==> config.mk <==
export PLATFORM = sky130hd
export DESIGN_NAME = round_robin_task_scheduler_top_flat
export DESIGN_NICKNAME = d
export VERILOG_FILES = /design/src/rtl/rrts_pkg.sv /design/src/rtl/rrts_if.sv /design/src/rtl/round_robin_task_scheduler_top.sv /design/src/rtl/rrts_mem.sv /design/src/rtl/rrts_seq.sv /design/src/flat_wrapper.sv
export SDC_FILE = /design/constraint.sdc
export NUM_CORES = 1
export LEC_CHECK = 0
export BUFFER_PORTS_ARGS = -buffer_cell sky130_fd_sc_hd__buf_2
export CAP_MARGIN = 40
export CELL_PAD_IN_SITES_DETAIL_PLACEMENT = 1
export CELL_PAD_IN_SITES_GLOBAL_PLACEMENT = 2
export CORE_MARGIN = 2
export CORE_UTILIZATION = 46
export DETAILED_ROUTE_END_ITERATION = 7
export PLACE_DENSITY_LB_ADDON = 0.25
export SLEW_MARGIN = 20
export SYNTH_ARGS = -nofsm -noshare
export SYNTH_HDL_FRONTEND = slang
export SYNTH_HIERARCHICAL = 1
export SYNTH_SLANG_ARGS = --single-unit
export TNS_END_PERCENT = 1
==> constraint.sdc <==
create_clock -name clk_i -period 6.85 [get_ports clk_i]
set_input_delay 0.3425 -clock clk_i [delete_from_list [all_inputs] [get_ports clk_i]]
set_output_delay 0.3425 -clock clk_i [all_outputs]
set_load 0.005 [all_outputs]
==> src/rtl/rrts_pkg.sv <==
// ----------------------------------------------------------------------------
// rrts_pkg: shared types and constants of the round-robin task scheduler
// Field widths, request codes and the result record.
// ----------------------------------------------------------------------------
`default_nettype none

package rrts_pkg;

  // Field widths
  localparam int unsigned ID_W   = 4;   // task id, task count
  localparam int unsigned DATA_W = 32;  // timeout and event mask
  localparam int unsigned REQ_W  = 3;   // request code

  // Request codes
  typedef enum logic [REQ_W-1:0] {
    REQ_TICK   = 3'd0,
    REQ_YIELD  = 3'd1,
    REQ_DELAY  = 3'd2,
    REQ_WAIT   = 3'd3,
    REQ_FEED   = 3'd4,
    REQ_CANCEL = 3'd5
  } req_e;

  // Result of one request
  typedef struct packed {
    logic [ID_W-1:0] running_task;
    logic            none_runnable;
    logic            delay_expired;
    logic            status;
  } rsp_t;

endpackage

`default_nettype wire

==> src/rtl/rrts_if.sv <==
// ----------------------------------------------------------------------------
// rrts_if: channel interfaces of the task scheduler
// Request, response and configuration channels with valid/ready.
// ----------------------------------------------------------------------------
`default_nettype none

interface rrts_req_if;
  logic                        valid;
  logic                        ready;
  logic [rrts_pkg::REQ_W-1:0]  req_type;
  logic [rrts_pkg::DATA_W-1:0] amount;
  logic [rrts_pkg::DATA_W-1:0] event_bits;
  logic [rrts_pkg::ID_W-1:0]   target_task;

  modport source (output valid, req_type, amount, event_bits, target_task, input ready);
  modport sink   (input valid, req_type, amount, event_bits, target_task, output ready);
endinterface

interface rrts_rsp_if;
  logic                      valid;
  logic                      ready;
  logic [rrts_pkg::ID_W-1:0] running_task;
  logic                      none_runnable;
  logic                      delay_expired;
  logic                      status;

  modport source (output valid, running_task, none_runnable, delay_expired, status,
                  input ready);
  modport sink   (input valid, running_task, none_runnable, delay_expired, status,
                  output ready);
endinterface

interface rrts_cfg_if;
  logic                      valid;
  logic                      ready;
  logic [rrts_pkg::ID_W-1:0] task_count;

  modport source (output valid, task_count, input ready);
  modport sink   (input valid, task_count, output ready);
endinterface

`default_nettype wire

==> src/rtl/round_robin_task_scheduler_top.sv <==
// ----------------------------------------------------------------------------
// round_robin_task_scheduler_top: hardware round-robin task scheduler
// Holds per-task timeouts and event wait masks in two memories and answers
// each request with the running task and status flags.
//
//   channel | dir | handshake     | payload
//   req_i   | in  | valid / ready | req_type, amount, event_bits, target_task
//   rsp_o   | out | valid / ready | running_task, none_runnable, delay_expired, status
//   cfg_i   | in  | valid / ready | task_count (always ready)
//
// Tick and yield visit one task entry per cycle, limited by the single read
// port of each memory. Delay and cancel write their entry at once; wait and
// feed read the mask entry and write it back (read-modify-write).
// One request is in flight at a time; the response register lets the next
// request start while a result waits. Reset clears all entries at once
// through per-entry valid bits, so no clearing pass is needed.
// ----------------------------------------------------------------------------
`default_nettype none

module round_robin_task_scheduler_top #(
  parameter int unsigned MAX_TASKS = 8
) (
  input  wire logic   clk_i,
  input  wire logic   rst_ni,
  rrts_req_if.sink    req_i,
  rrts_rsp_if.source  rsp_o,
  rrts_cfg_if.sink    cfg_i
);

  localparam int unsigned DEPTH = MAX_TASKS + 1;
  localparam int unsigned AW    = $clog2(DEPTH);

  logic [rrts_pkg::ID_W-1:0]   task_count_q;
  logic [rrts_pkg::ID_W-1:0]   live_n;
  logic                        rsp_valid_q;
  rrts_pkg::rsp_t              rsp_q;
  rrts_pkg::rsp_t              seq_rsp;
  logic                        seq_done;
  logic                        out_free;

  logic                        to_rd_en, to_wr_en, mk_rd_en, mk_wr_en;
  logic [AW-1:0]               to_rd_addr, to_wr_addr, mk_rd_addr, mk_wr_addr;
  logic [rrts_pkg::DATA_W-1:0] to_rd_data, to_wr_data, mk_rd_data, mk_wr_data;

  // Task count register
  assign cfg_i.ready = 1'b1;

  always_ff @(posedge clk_i or negedge rst_ni) begin
    if (!rst_ni) begin
      task_count_q <= '0;
    end else if (cfg_i.valid) begin
      task_count_q <= cfg_i.task_count;
    end
  end

  // Count of live user tasks, capped at the table size
  assign live_n = (int'(task_count_q) > MAX_TASKS) ? rrts_pkg::ID_W'(MAX_TASKS)
                                                   : task_count_q;

  // Response register
  assign out_free = !rsp_valid_q || rsp_o.ready;

  always_ff @(posedge clk_i or negedge rst_ni) begin
    if (!rst_ni) begin
      rsp_valid_q <= 1'b0;
    end else if (seq_done) begin
      rsp_valid_q <= 1'b1;
    end else if (rsp_o.ready) begin
      rsp_valid_q <= 1'b0;
    end
  end

  always_ff @(posedge clk_i) begin
    if (seq_done) begin
      rsp_q <= seq_rsp;
    end
  end

  assign rsp_o.valid         = rsp_valid_q;
  assign rsp_o.running_task  = rsp_q.running_task;
  assign rsp_o.none_runnable = rsp_q.none_runnable;
  assign rsp_o.delay_expired = rsp_q.delay_expired;
  assign rsp_o.status        = rsp_q.status;

  // Request sequencer
  rrts_seq #(
    .AW (AW)
  ) u_seq (
    .clk_i         (clk_i),
    .rst_ni        (rst_ni),
    .req_valid_i   (req_i.valid),
    .req_ready_o   (req_i.ready),
    .req_type_i    (req_i.req_type),
    .amount_i      (req_i.amount),
    .event_bits_i  (req_i.event_bits),
    .target_task_i (req_i.target_task),
    .n_i           (live_n),
    .out_free_i    (out_free),
    .done_o        (seq_done),
    .rsp_o         (seq_rsp),
    .to_rd_en_o    (to_rd_en),
    .to_rd_addr_o  (to_rd_addr),
    .to_rd_data_i  (to_rd_data),
    .to_wr_en_o    (to_wr_en),
    .to_wr_addr_o  (to_wr_addr),
    .to_wr_data_o  (to_wr_data),
    .mk_rd_en_o    (mk_rd_en),
    .mk_rd_addr_o  (mk_rd_addr),
    .mk_rd_data_i  (mk_rd_data),
    .mk_wr_en_o    (mk_wr_en),
    .mk_wr_addr_o  (mk_wr_addr),
    .mk_wr_data_o  (mk_wr_data)
  );

  // Timeout memory
  rrts_mem #(
    .WIDTH (rrts_pkg::DATA_W),
    .DEPTH (DEPTH),
    .AW    (AW)
  ) u_timeout_mem (
    .clk_i     (clk_i),
    .rst_ni    (rst_ni),
    .rd_en_i   (to_rd_en),
    .rd_addr_i (to_rd_addr),
    .rd_data_o (to_rd_data),
    .wr_en_i   (to_wr_en),
    .wr_addr_i (to_wr_addr),
    .wr_data_i (to_wr_data)
  );

  // Wait mask memory
  rrts_mem #(
    .WIDTH (rrts_pkg::DATA_W),
    .DEPTH (DEPTH),
    .AW    (AW)
  ) u_mask_mem (
    .clk_i     (clk_i),
    .rst_ni    (rst_ni),
    .rd_en_i   (mk_rd_en),
    .rd_addr_i (mk_rd_addr),
    .rd_data_o (mk_rd_data),
    .wr_en_i   (mk_wr_en),
    .wr_addr_i (mk_wr_addr),
    .wr_data_i (mk_wr_data)
  );

`ifndef ASSERT_OFF
  // A taken request leaves request ready low in the following cycle
  a_busy_after_req: assert property (@(posedge clk_i) disable iff (!rst_ni)
    (req_i.valid && req_i.ready) |=> !req_i.ready)
    else $error("request ready did not drop after a request was taken");

  // A yield that found nothing cannot also report an expired delay
  a_flags_exclusive: assert property (@(posedge clk_i) disable iff (!rst_ni)
    rsp_o.valid |-> !(rsp_o.none_runnable && rsp_o.delay_expired))
    else $error("none_runnable and delay_expired both set");

  // Running task always addresses a memory entry
  a_task_in_range: assert property (@(posedge clk_i) disable iff (!rst_ni)
    seq_done |=> (int'(rsp_o.running_task) <= MAX_TASKS))
    else $error("running task beyond the task table");
`endif

endmodule

`default_nettype wire

==> src/rtl/rrts_mem.sv <==
// ----------------------------------------------------------------------------
// rrts_mem: per-task state memory
// One write and one read port, registered read data; entries never written
// since reset read as zero through per-entry valid bits.
// ----------------------------------------------------------------------------
`default_nettype none

module rrts_mem #(
  parameter int unsigned WIDTH = 32,
  parameter int unsigned DEPTH = 9,
  parameter int unsigned AW    = 4
) (
  input  wire logic             clk_i,
  input  wire logic             rst_ni,
  input  wire logic             rd_en_i,
  input  wire logic [AW-1:0]    rd_addr_i,
  output      logic [WIDTH-1:0] rd_data_o,
  input  wire logic             wr_en_i,
  input  wire logic [AW-1:0]    wr_addr_i,
  input  wire logic [WIDTH-1:0] wr_data_i
);

  logic [WIDTH-1:0] mem_q [DEPTH];
  logic [DEPTH-1:0] vld_q;
  logic [WIDTH-1:0] rdata_q;
  logic             rvld_q;

  // Storage array
  always_ff @(posedge clk_i) begin
    if (wr_en_i) begin
      mem_q[wr_addr_i] <= wr_data_i;
    end
    if (rd_en_i) begin
      rdata_q <= mem_q[rd_addr_i];
    end
  end

  // Written flags, cleared by reset
  always_ff @(posedge clk_i or negedge rst_ni) begin
    if (!rst_ni) begin
      vld_q  <= '0;
      rvld_q <= 1'b0;
    end else begin
      if (wr_en_i) begin
        vld_q[wr_addr_i] <= 1'b1;
      end
      if (rd_en_i) begin
        rvld_q <= vld_q[rd_addr_i];
      end
    end
  end

  assign rd_data_o = rvld_q ? rdata_q : '0;

endmodule

`default_nettype wire

==> src/rtl/rrts_seq.sv <==
// ----------------------------------------------------------------------------
// rrts_seq: request sequencer of the task scheduler
// Walks the timeout and mask memories one entry per cycle for tick and
// yield, and does single-entry writes or read-modify-writes for the rest.
// ----------------------------------------------------------------------------
`default_nettype none

module rrts_seq #(
  parameter int unsigned AW = 4
) (
  input  wire logic                        clk_i,
  input  wire logic                        rst_ni,
  // request side
  input  wire logic                        req_valid_i,
  output      logic                        req_ready_o,
  input  wire logic [rrts_pkg::REQ_W-1:0]  req_type_i,
  input  wire logic [rrts_pkg::DATA_W-1:0] amount_i,
  input  wire logic [rrts_pkg::DATA_W-1:0] event_bits_i,
  input  wire logic [rrts_pkg::ID_W-1:0]   target_task_i,
  // live task count and result hand-off
  input  wire logic [rrts_pkg::ID_W-1:0]   n_i,
  input  wire logic                        out_free_i,
  output      logic                        done_o,
  output      rrts_pkg::rsp_t              rsp_o,
  // timeout memory
  output      logic                        to_rd_en_o,
  output      logic [AW-1:0]               to_rd_addr_o,
  input  wire logic [rrts_pkg::DATA_W-1:0] to_rd_data_i,
  output      logic                        to_wr_en_o,
  output      logic [AW-1:0]               to_wr_addr_o,
  output      logic [rrts_pkg::DATA_W-1:0] to_wr_data_o,
  // wait mask memory
  output      logic                        mk_rd_en_o,
  output      logic [AW-1:0]               mk_rd_addr_o,
  input  wire logic [rrts_pkg::DATA_W-1:0] mk_rd_data_i,
  output      logic                        mk_wr_en_o,
  output      logic [AW-1:0]               mk_wr_addr_o,
  output      logic [rrts_pkg::DATA_W-1:0] mk_wr_data_o
);

  typedef enum logic [2:0] {
    ST_IDLE,
    ST_TICK,
    ST_SCAN,
    ST_RMW,
    ST_DONE
  } state_e;

  localparam logic [rrts_pkg::DATA_W-1:0] ONE = rrts_pkg::DATA_W'(1);

  state_e                        state_q, state_d;
  logic [rrts_pkg::ID_W-1:0]     cur_q, cur_d;
  logic [rrts_pkg::ID_W-1:0]     ptr_q, ptr_d;
  logic [rrts_pkg::ID_W-1:0]     cnt_q, cnt_d;
  rrts_pkg::req_e                type_q, type_d;
  logic [rrts_pkg::DATA_W-1:0]   amount_q, amount_d;
  logic [rrts_pkg::DATA_W-1:0]   bits_q, bits_d;
  logic                          none_q, none_d;
  logic                          exp_q, exp_d;
  logic                          stat_q, stat_d;

  logic [rrts_pkg::ID_W-1:0]     first_pos;
  logic [rrts_pkg::ID_W-1:0]     scan_nxt;
  logic [rrts_pkg::DATA_W-1:0]   tick_val;
  logic                          tgt_miss;
  logic                          runnable;
  rrts_pkg::req_e                req_type;

  // Round-robin successors: wrap after the last live task
  assign first_pos = (cur_q >= n_i) ? '0 : cur_q + 1'b1;
  assign scan_nxt  = (ptr_q >= n_i) ? '0 : ptr_q + 1'b1;
  assign tgt_miss  = target_task_i > n_i;
  assign req_type  = rrts_pkg::req_e'(req_type_i);

  // Tick update of one timeout; at or below the duration saturates to ready
  always_comb begin
    tick_val = to_rd_data_i;
    if (to_rd_data_i > ONE) begin
      tick_val = (to_rd_data_i <= amount_q) ? ONE : to_rd_data_i - amount_q;
    end
  end

  assign runnable = (to_rd_data_i <= ONE) && (mk_rd_data_i == '0);

  // Sequencer next state and memory commands
  always_comb begin
    state_d      = state_q;
    cur_d        = cur_q;
    ptr_d        = ptr_q;
    cnt_d        = cnt_q;
    type_d       = type_q;
    amount_d     = amount_q;
    bits_d       = bits_q;
    none_d       = none_q;
    exp_d        = exp_q;
    stat_d       = stat_q;
    to_rd_en_o   = 1'b0;
    to_rd_addr_o = '0;
    to_wr_en_o   = 1'b0;
    to_wr_addr_o = '0;
    to_wr_data_o = '0;
    mk_rd_en_o   = 1'b0;
    mk_rd_addr_o = '0;
    mk_wr_en_o   = 1'b0;
    mk_wr_addr_o = '0;
    mk_wr_data_o = '0;
    done_o       = 1'b0;

    case (state_q)
      ST_IDLE: begin
        if (req_valid_i) begin
          type_d   = req_type;
          amount_d = amount_i;
          bits_d   = event_bits_i;
          none_d   = 1'b0;
          exp_d    = 1'b0;
          stat_d   = 1'b0;
          state_d  = ST_DONE;
          case (req_type)
            rrts_pkg::REQ_TICK: begin
              // idle task is not ticked; start at task 1
              if (n_i != '0) begin
                to_rd_en_o   = 1'b1;
                to_rd_addr_o = AW'(1);
                ptr_d        = rrts_pkg::ID_W'(1);
                state_d      = ST_TICK;
              end
            end
            rrts_pkg::REQ_YIELD: begin
              to_rd_en_o   = 1'b1;
              to_rd_addr_o = AW'(first_pos);
              mk_rd_en_o   = 1'b1;
              mk_rd_addr_o = AW'(first_pos);
              ptr_d        = first_pos;
              cnt_d        = '0;
              state_d      = ST_SCAN;
            end
            rrts_pkg::REQ_DELAY: begin
              to_wr_en_o   = 1'b1;
              to_wr_addr_o = AW'(cur_q);
              to_wr_data_o = amount_i;
            end
            rrts_pkg::REQ_WAIT: begin
              mk_rd_en_o   = 1'b1;
              mk_rd_addr_o = AW'(cur_q);
              ptr_d        = cur_q;
              state_d      = ST_RMW;
            end
            rrts_pkg::REQ_FEED: begin
              if (tgt_miss) begin
                stat_d = 1'b1;
              end else begin
                mk_rd_en_o   = 1'b1;
                mk_rd_addr_o = AW'(target_task_i);
                ptr_d        = target_task_i;
                state_d      = ST_RMW;
              end
            end
            rrts_pkg::REQ_CANCEL: begin
              if (tgt_miss) begin
                stat_d = 1'b1;
              end else begin
                to_wr_en_o   = 1'b1;
                to_wr_addr_o = AW'(target_task_i);
                to_wr_data_o = '0;
              end
            end
            default: begin
            end
          endcase
        end
      end

      ST_TICK: begin
        // write back entry ptr, prefetch the next one
        to_wr_en_o   = 1'b1;
        to_wr_addr_o = AW'(ptr_q);
        to_wr_data_o = tick_val;
        if (ptr_q < n_i) begin
          to_rd_en_o   = 1'b1;
          to_rd_addr_o = AW'(ptr_q + 1'b1);
          ptr_d        = ptr_q + 1'b1;
        end else begin
          state_d = ST_DONE;
        end
      end

      ST_SCAN: begin
        if (runnable) begin
          cur_d   = ptr_q;
          state_d = ST_DONE;
          if (to_rd_data_i == ONE) begin
            exp_d        = 1'b1;
            to_wr_en_o   = 1'b1;
            to_wr_addr_o = AW'(ptr_q);
            to_wr_data_o = '0;
          end
        end else if (cnt_q == n_i) begin
          // every task visited, running task itself last
          none_d  = 1'b1;
          state_d = ST_DONE;
        end else begin
          cnt_d        = cnt_q + 1'b1;
          to_rd_en_o   = 1'b1;
          to_rd_addr_o = AW'(scan_nxt);
          mk_rd_en_o   = 1'b1;
          mk_rd_addr_o = AW'(scan_nxt);
          ptr_d        = scan_nxt;
        end
      end

      ST_RMW: begin
        mk_wr_en_o   = 1'b1;
        mk_wr_addr_o = AW'(ptr_q);
        mk_wr_data_o = (type_q == rrts_pkg::REQ_WAIT) ? (mk_rd_data_i | bits_q)
                                                      : (mk_rd_data_i & ~bits_q);
        state_d      = ST_DONE;
      end

      ST_DONE: begin
        if (out_free_i) begin
          done_o  = 1'b1;
          state_d = ST_IDLE;
        end
      end

      default: begin
        state_d = ST_IDLE;
      end
    endcase
  end

  // State and registered result
  always_ff @(posedge clk_i or negedge rst_ni) begin
    if (!rst_ni) begin
      state_q  <= ST_IDLE;
      cur_q    <= '0;
      ptr_q    <= '0;
      cnt_q    <= '0;
      type_q   <= rrts_pkg::REQ_TICK;
      amount_q <= '0;
      bits_q   <= '0;
      none_q   <= 1'b0;
      exp_q    <= 1'b0;
      stat_q   <= 1'b0;
    end else begin
      state_q  <= state_d;
      cur_q    <= cur_d;
      ptr_q    <= ptr_d;
      cnt_q    <= cnt_d;
      type_q   <= type_d;
      amount_q <= amount_d;
      bits_q   <= bits_d;
      none_q   <= none_d;
      exp_q    <= exp_d;
      stat_q   <= stat_d;
    end
  end

  assign req_ready_o         = (state_q == ST_IDLE);
  assign rsp_o.running_task  = cur_q;
  assign rsp_o.none_runnable = none_q;
  assign rsp_o.delay_expired = exp_q;
  assign rsp_o.status        = stat_q;

endmodule

`default_nettype wire
==> src/flat_wrapper.sv <==
// flat-port wrapper written by rule: the top's interface ports become plain ports
module round_robin_task_scheduler_top_flat 
#(
  parameter int unsigned MAX_TASKS = 8
)
  (clk_i, rst_ni, req_i_valid, req_i_req_type, req_i_amount, req_i_event_bits, req_i_target_task, req_i_ready, rsp_o_valid, rsp_o_running_task, rsp_o_none_runnable, rsp_o_delay_expired, rsp_o_status, rsp_o_ready, cfg_i_valid, cfg_i_task_count, cfg_i_ready);
  rrts_req_if req_i_i ();
  rrts_rsp_if rsp_o_i ();
  rrts_cfg_if cfg_i_i ();
  input  wire logic clk_i;
  input  wire logic rst_ni;
  input wire logic [$bits(req_i_i.valid)-1:0] req_i_valid;
  input wire logic [$bits(req_i_i.req_type)-1:0] req_i_req_type;
  input wire logic [$bits(req_i_i.amount)-1:0] req_i_amount;
  input wire logic [$bits(req_i_i.event_bits)-1:0] req_i_event_bits;
  input wire logic [$bits(req_i_i.target_task)-1:0] req_i_target_task;
  output wire logic [$bits(req_i_i.ready)-1:0] req_i_ready;
  output wire logic [$bits(rsp_o_i.valid)-1:0] rsp_o_valid;
  output wire logic [$bits(rsp_o_i.running_task)-1:0] rsp_o_running_task;
  output wire logic [$bits(rsp_o_i.none_runnable)-1:0] rsp_o_none_runnable;
  output wire logic [$bits(rsp_o_i.delay_expired)-1:0] rsp_o_delay_expired;
  output wire logic [$bits(rsp_o_i.status)-1:0] rsp_o_status;
  input wire logic [$bits(rsp_o_i.ready)-1:0] rsp_o_ready;
  input wire logic [$bits(cfg_i_i.valid)-1:0] cfg_i_valid;
  input wire logic [$bits(cfg_i_i.task_count)-1:0] cfg_i_task_count;
  output wire logic [$bits(cfg_i_i.ready)-1:0] cfg_i_ready;
  assign req_i_i.valid = req_i_valid;
  assign req_i_i.req_type = req_i_req_type;
  assign req_i_i.amount = req_i_amount;
  assign req_i_i.event_bits = req_i_event_bits;
  assign req_i_i.target_task = req_i_target_task;
  assign req_i_ready = req_i_i.ready;
  assign rsp_o_valid = rsp_o_i.valid;
  assign rsp_o_running_task = rsp_o_i.running_task;
  assign rsp_o_none_runnable = rsp_o_i.none_runnable;
  assign rsp_o_delay_expired = rsp_o_i.delay_expired;
  assign rsp_o_status = rsp_o_i.status;
  assign rsp_o_i.ready = rsp_o_ready;
  assign cfg_i_i.valid = cfg_i_valid;
  assign cfg_i_i.task_count = cfg_i_task_count;
  assign cfg_i_ready = cfg_i_i.ready;
  round_robin_task_scheduler_top #(.MAX_TASKS(MAX_TASKS)) u_core (.clk_i(clk_i), .rst_ni(rst_ni), .req_i(req_i_i), .rsp_o(rsp_o_i), .cfg_i(cfg_i_i));
endmodule
Word-level counts from Yosys, hierarchy flattened
Memories as Yosys holds them, arrays and structs flattened. A register that Yosys moved wholly into a read port is not among the register bits.
Cells that the tools add are included.

word-level totals
  register bits after elaboration = 117
  bits in writable memories = 576
  input port bits = 80
  output and inout bits = 10
  memories kept = 2

operators by class
  $add $sub $neg = 4
  magnitude comparators = 14
  equality and inequality tests = 26
  multiplexer cells = 93
  bitwise logic cells = 5
  reduce and logical (&&, ||, !) cells = 21

memory list
  memory                      words  width  rd ports  clocked after Yosys merged registers in  write ports  RTL line        source
  u_core.u_mask_mem.mem_q     9      32     1         1                                        1            rrts_mem.sv:23  logic [WIDTH-1:0] mem_q [DEPTH];
  u_core.u_timeout_mem.mem_q  9      32     1         1                                        1            rrts_mem.sv:23

operators by type and width
  cell                 count
  $mux 32              8
  $mux 4               23
  $pmux 32 s2          1
  $pmux 4 s3           4
  $and 32x32->32       1
  $eq 32x1->1 const B  1
  $gt 32x1->1 const B  1
  $le 32x1->1 const B  1
  $le 32x32->1         1
  $logic_not 32->1     1
  $not 32->32          1
  $or 32x32->32        1
  $pmux 4 s2           4
  $sub 32x32->32       1
  $mux 1               31
  $mux 3               7
  $lt 4x5->1 const B   4
  $or 9x9->9           2
  $ne 2x2->1 const B   8
  $pmux 4 s4           1
  $eq 3x2->1 const B   5
  $pmux 3 s5           1
  $add 4x1->4 const B  3
  $pmux 1 s2           6
  27 further kinds     46

Depth between registers and ports, before layout
  depth in word-level cells = 12
  gate-level depth with buffers = 15
  gate-level depth less buffers = 14

Hierarchy
Netlist, hierarchy kept.

modules (own cells, without submodules)
  module                            instances  cells an instance  area an instance (um^2)  seq. area each (um^2)
  rrts_mem at u_core.u_mask_mem     1          582                12495.7                  9859.5
  rrts_mem at u_core.u_timeout_mem  1          557                12419.4                  9859.5
  rrts_seq                          1          924                6949.2                   2127.0
  round_robin_task_scheduler_top    1          24                 426.7                    335.3

Least setup slack after synthesis
OpenSTA, ideal clock, no wires.

  path kind = reg-to-reg
  from = register u_core/task_count_q[3] (netlist bit)
  to = memory u_core.u_timeout_mem.mem_q[0][0], enable pin
  arrival time = 4979 ps
  required time = 6388 ps
  path slack = 1408 ps
  stages on the path, launching flop included = 14
  path buffers = 0
  period minus slack after synthesis = 5442 ps
  cells stage by stage = dfrtp_1 > nor2b_1 > inv_1 > ha_1 > nor2b_1 > o21a_1 > o21a_1 > o21ai_1 > nand2_1 > nor3_1 > o21ai_0 > nand2_1 > or3b_2 > nor3_1

on the way
  cells in the longest elaborated chain, start to end = 9
  elaborated cells between the ends (all ways) = 13
  classes of those cells = 2 x order compare; 11 x mux

RTL lines
  item                          RTL line                              source
  start, declared               round_robin_task_scheduler_top.sv:33  logic [rrts_pkg::ID_W-1:0] task_count_q;
  start signal, assigned        round_robin_task_scheduler_top.sv:52  task_count_q <= cfg_i.task_count;
  $gt 4x4->1                    round_robin_task_scheduler_top.sv:57  assign live_n = (int'(task_count_q) > MAX_TASKS) ? rrts_pkg::ID_W'(MAX_TASKS)
  $mux 4                        round_robin_task_scheduler_top.sv:57
  net u_core.live_n (one bit)   round_robin_task_scheduler_top.sv:34  logic [rrts_pkg::ID_W-1:0] live_n;
  $gt 4x4->1                    rrts_seq.sv:72                        assign tgt_miss = target_task_i > n_i;
  $mux 1                        rrts_seq.sv:160                       if (tgt_miss) begin
  $pmux 1 s2                    rrts_seq.sv:119                       case (req_type)
  $mux 1                        rrts_seq.sv:111                       if (req_valid_i) begin
  $pmux 1 s3                    rrts_seq.sv:109                       case (state_q)
  net u_core.to_wr_en           round_robin_task_scheduler_top.sv:41  logic to_rd_en, to_wr_en, mk_rd_en, mk_wr_en;
  $mux 1                        rrts_mem.sv:30                        if (wr_en_i) begin
  $mux 1 (not written as such)  rrts_mem.sv:31                        mem_q[wr_addr_i] <= wr_data_i;
  end, declared                 rrts_mem.sv:23

The timed path passes the listed nets, and every way through them passes these cells.

Final worst setup path
  from = register u_core.u_timeout_mem.rvld_q
  to = register u_core.u_timeout_mem.rdata_q[6] (read register of u_core.u_timeout_mem.mem_q), data pin

on the way
  cells in the longest elaborated chain, start to end = 5
  elaborated cells between the ends (all ways) = 7
  classes of those cells = 1 x order compare; 5 x mux; 1 x reduce/logical

RTL lines
  item                             RTL line                              source
  start, declared                  rrts_mem.sv:26                        logic rvld_q;
  start signal, assigned           rrts_mem.sv:48                        rvld_q <= vld_q[rd_addr_i];
  $mux 32                          rrts_mem.sv:53                        assign rd_data_o = rvld_q ? rdata_q : '0;
  net u_core.to_rd_data (one bit)  round_robin_task_scheduler_top.sv:43  logic [rrts_pkg::DATA_W-1:0] to_rd_data, to_wr_data, mk_rd_data, mk_wr_data;
  $le 32x1->1                      rrts_seq.sv:83                        assign runnable = (to_rd_data_i <= ONE) && (mk_rd_data_i == '0);
  $logic_and 1x1->1                rrts_seq.sv:83
  $mux 4                           rrts_seq.sv:189                       if (runnable) begin
  $pmux 4 s3                       rrts_seq.sv:109
  net u_core.to_rd_addr[0]         round_robin_task_scheduler_top.sv:42  logic [AW-1:0] to_rd_addr, to_wr_addr, mk_rd_addr, mk_wr_addr;
  end, declared                    rrts_mem.sv:25                        logic [WIDTH-1:0] rdata_q;

The timed path passes the listed nets, and every way through them passes these cells.
A chain may end at the register's enable or synchronous reset.

==> reports/results.ini <==
[route]
mean_number_of_vias_per_cell=5.704
detailedRoute.firstIterationViolations=1504
routedWlPerCell_um=24.87
drt_wl_total_um=81930
antenna_violating_nets_post_route=0
drc=0
drt_pass1_iterations=6
vias=18790

[placement]
hpwl_um=48840
port_buffers=88
gp_routability_congestion=0.8237
pre_cts_slack_ps=1526

[logic_synthesis]
yosysWarnings=6
synth_area_um2=32290
synth_xor_area_share_pct=0.8679
synth_edf_count=647
synth_top_family_by_area=multiplexers
async_reset_ff_share_pct=14.53
synth-compound-area-share_pct=6.254
area_fraction_in_and_or_nand_and_nor_cells_after_synthesis_pct=8.017
ys_dominant_reg_cell=edfxtp_1
post_synth_num_cell_types=78
synth.avg_cell_area_um2=15.47
synth_net_count=2215
synthCells=2087
synth_adder_area_share_pct=1.883
mux_cell_area_share_after_synthesis_pct=11.54
synth-seq-cells=757
ys_seq_area_share_pct=68.69

[global_routing]
grt_start_max_net_pins=69
grt_antenna_before_repair=0
grt_pass1_wl_um=125600
global_routing_met3_resource_utilization_pct=3.032
grt_usage_pct=23.36
global_route.peak_usage_layer=met2
met2_usage_pct=41.20
grt_overflow_total=0
grt_pass1_vias=20560
grt_use_met1_pct=30.76

[sta]
fin_crit_sh_pct=79.31
final_max_slew_viol_count=0
final.hold.worst_slack_ps=16.03
worst_max_slew_pin_slew_ps=848.4
hold_violations=0
timing.slew.headroom_pct=43.44
clock-skew-final_ps=24.79
report.final.setup_viol=0
finalSetupTns_ps=0
rsz0062_at_grt=no
max_freq_mhz=184.1
postLayoutSetupSlackWorst_ps=1417
min_period_ps=5433

[clocking]
clkSinkCount=757
tritoncts_clock_tree=yes
htreeDepth=3
clk_transition_reported_paths_ps=60
cts_buffer_depth=3
num_cts_buffers=83
clock_latency_ps=640
clk_root_buffer_cell=clkbuf_16
cts_setup_buffers=0

[final_layout]
area_occupied_by_registers_um2=22180
postLayoutCoreUtil_pct=53.85
diodes=0
fillCellCount=6598
final_layout_size_suffix_gt1_share_pct=19.12
multi_input_area_um2=9479
nNetsFinal=2414
area_growth_syn_to_layout_pct=16.38

[die]
placeableCoreArea_um2=69790
start_util_pct=46.27
die_width_um=269.0
die_y_um=269.0
ioPinCount=90
core.rowCount=97
dieArea_um2=72330

[hold_path]
type_of_the_worst_min_delay_path=in -> reg
whs_endpoint=u_core/u_seq/bits_q[31]$_DFFE_PN0P_
min_path_cells=3
min_from=req_i_event_bits[31]

[job]
timing.max_cap.violations=0

[critical_path]
setup.reg_to_reg.worst_slack_ps=1420
rr_endpoint=u_core/u_timeout_mem/rdata_q[6]$_DFFE_PP_
worst-endpoint-arrival_ps=5800
critical-path-max-stage-delay_ps=790
worst_ep_required_time_ps=7220
ff2ff_path_depth=13
critical_path.endpoint_type=register
worstSetupStartpointType=register
cp_slowest_cell=nor4_2
critical_path_class=reg -> reg
r2r_startpoint=u_core/u_timeout_mem/rvld_q$_DFFE_PN0P_
critical_path.cell_chain=buf_8 -> and2_1 -> nor4_1 -> nand4_1 -> nor4_2 -> nor2b_1 -> a21oi_1 -> buf_4 -> o22ai_4 -> buf_12 -> mux4_2 -> a222oi_1 -> inv_1
timing.critical_path.fanout_max=56

[pwr]
design_power_total_mw=14.79
irDropWorstVdd_mv=0.2350
power.leakage_nw=12.63
power_density_nw_per_um2=393.6

[status]
status=completed

==> metrics by stage <==
stage               instances  area [um2]
finish                   3294       37580
global route             3294       37580
CTS                      3288       37500
detailed placement       3064       34050
global placement         3058       33980
floorplan                2087       32290
==> cell type report <==
class	count	area share, %
Timing Repair Buffer	216	4.438
Clock inverter	34	1.092
Sequential cell	757	59.02
Clock buffer	119	6.206
Inverter	89	0.8889
Multi-Input combinational cell	1139	25.22
Tap cell	940	3.130
==> state kept, by name, indices dropped and copies added (netlist names), 9 cells and up <==
name                          flops
u_core/u_seq/bits_q              32
u_core/u_mask_mem/rdata_q        32
u_core/u_timeout_mem/vld_q        9
u_core/u_seq/amount_q            32
u_core/u_timeout_mem/mem_q      288
u_core/u_timeout_mem/rdata_q     32
u_core/u_mask_mem/vld_q           9
u_core/u_mask_mem/mem_q         288
==> kinds of logic after synthesis <==
| group | after synthesis |
|---|---|
| flip-flops | 757 |
| AND/OR/NAND/NOR | 550 |
| AO/OA/AOI/OAI | 306 |
| multiplexers | 202 |
| buffers and inverters | 191 |
| adder cells (fa/ha/maj) | 48 |
| XOR/XNOR | 32 |
| other | 1 |
==> worst max-delay path by stage <==
stage	from	end	slack, ps	cells past startpoint
after global routing	u_core/u_timeout_mem/rvld_q$_DFFE_PN0P_	u_core/u_timeout_mem/rdata_q[16]$_DFFE_PP_	1240	13
after CTS	u_core/u_timeout_mem/rvld_q$_DFFE_PN0P_	u_core/u_timeout_mem/rdata_q[6]$_DFFE_PP_	1490	13
after global placement	u_core/u_timeout_mem/rvld_q$_DFFE_PN0P_	u_core/u_timeout_mem/rdata_q[2]$_DFFE_PP_	1370	12
final	u_core/u_timeout_mem/rvld_q$_DFFE_PN0P_	u_core/u_timeout_mem/rdata_q[6]$_DFFE_PP_	1420	13
after detailed placement	u_core/u_timeout_mem/rvld_q$_DFFE_PN0P_	u_core/u_timeout_mem/rdata_q[21]$_DFFE_PP_	1530	13
after floorplan	u_core/task_count_q[3]$_DFFE_PN0P_	u_core/u_timeout_mem/mem_q[0][0]$_DFFE_PP_	1410	13
==> per-layer routing <==
metal | share of wire (%) | vias to the layer above
li1 | - | 8391
met1 | 42 | 9814
met2 | 51 | 467
met3 | 4.5 | 117
met4 | 2.0 | 0
met5 | 0 | -
==> repair_timing <==
action / in CTS / in global routing
gates resized for setup: 0 / 0
hold buffers: 71 / 1
hold endpoints to repair: 125 / 1
==> power by group <==
group          internal [mW]  switching, mW  leakage (nW)
Clock                   2.59           1.87          1.32
Sequential              5.63          0.286          6.84
Combinational           1.68           2.74          4.47
Total                   9.90           4.89          12.6
==> layout by cell type, fill, tap and decap left out, types with 12 or more instances in the layout <==
cell type,count
nor2b_1,13
clkbuf_16,83
nor4_1,17
a21oi_1,41
o21ai_1,79
o21ai_0,44
a21o_1,12
nor2_4,12
a222oi_1,32
nand2_1,245
buf_4,43
mux4_1,15
dfrtp_1,110
ha_1,47
mux2i_1,65
nand2b_1,17
and2_1,68
nand4_1,14
clkbuf_8,12
edfxtp_1,647
clkbuf_1,24
xnor2_1,21
inv_1,89
nand3_1,17
mux4_2,116
dlygate4sd3_1,72
buf_2,90
nor2_1,74
or2_2,19
==> worst max-delay path, delay by kind of cell, from the launching register on <==
| family | cells | cell delay [ps] |
|---|---|---|
| AO/OA/AOI/OAI | 3 | 810 |
| buffers and inverters | 4 | 840 |
| flip-flops | 1 | 550 |
| multiplexers | 1 | 490 |
| AND/OR/NAND/NOR | 5 | 2390 |
==> Yosys cell counts (all sizes together) (3+ instances only) <==
master	number	area, um2
mux2i	65	650.6
xnor2	21	183.9
a222oi	32	320.3
o22ai	15	93.84
nand2b	17	106.4
nand2	248	933.4
nor2b	14	87.58
buf	36	302.8
o211ai	6	45.04
mux4	131	3007
a21oi	41	205.2
ha	47	588.1
o21a	11	82.58
clkbuf	66	247.7
a21boi	3	22.52
o21ai	125	625.6
nor3	17	90.09
nand3b	7	52.55
a22o	4	35.03
dfrtp	110	2753
o31ai	7	52.55
nor4	19	125.1
nor2	89	334.1
a21o	12	90.09
nor3b	3	22.52
nand3	18	90.09
nand4	14	87.58
a211oi	6	45.04
or2	21	131.4
a22oi	5	37.54
a32o	5	50.05
a31oi	9	56.30
mux2	6	67.56
edfxtp	647	19430
and3	6	37.54
and2	69	431.7
xor2	11	96.34
or3	4	25.02
inv	89	334.1
Power figures use the tool's default switching activity.
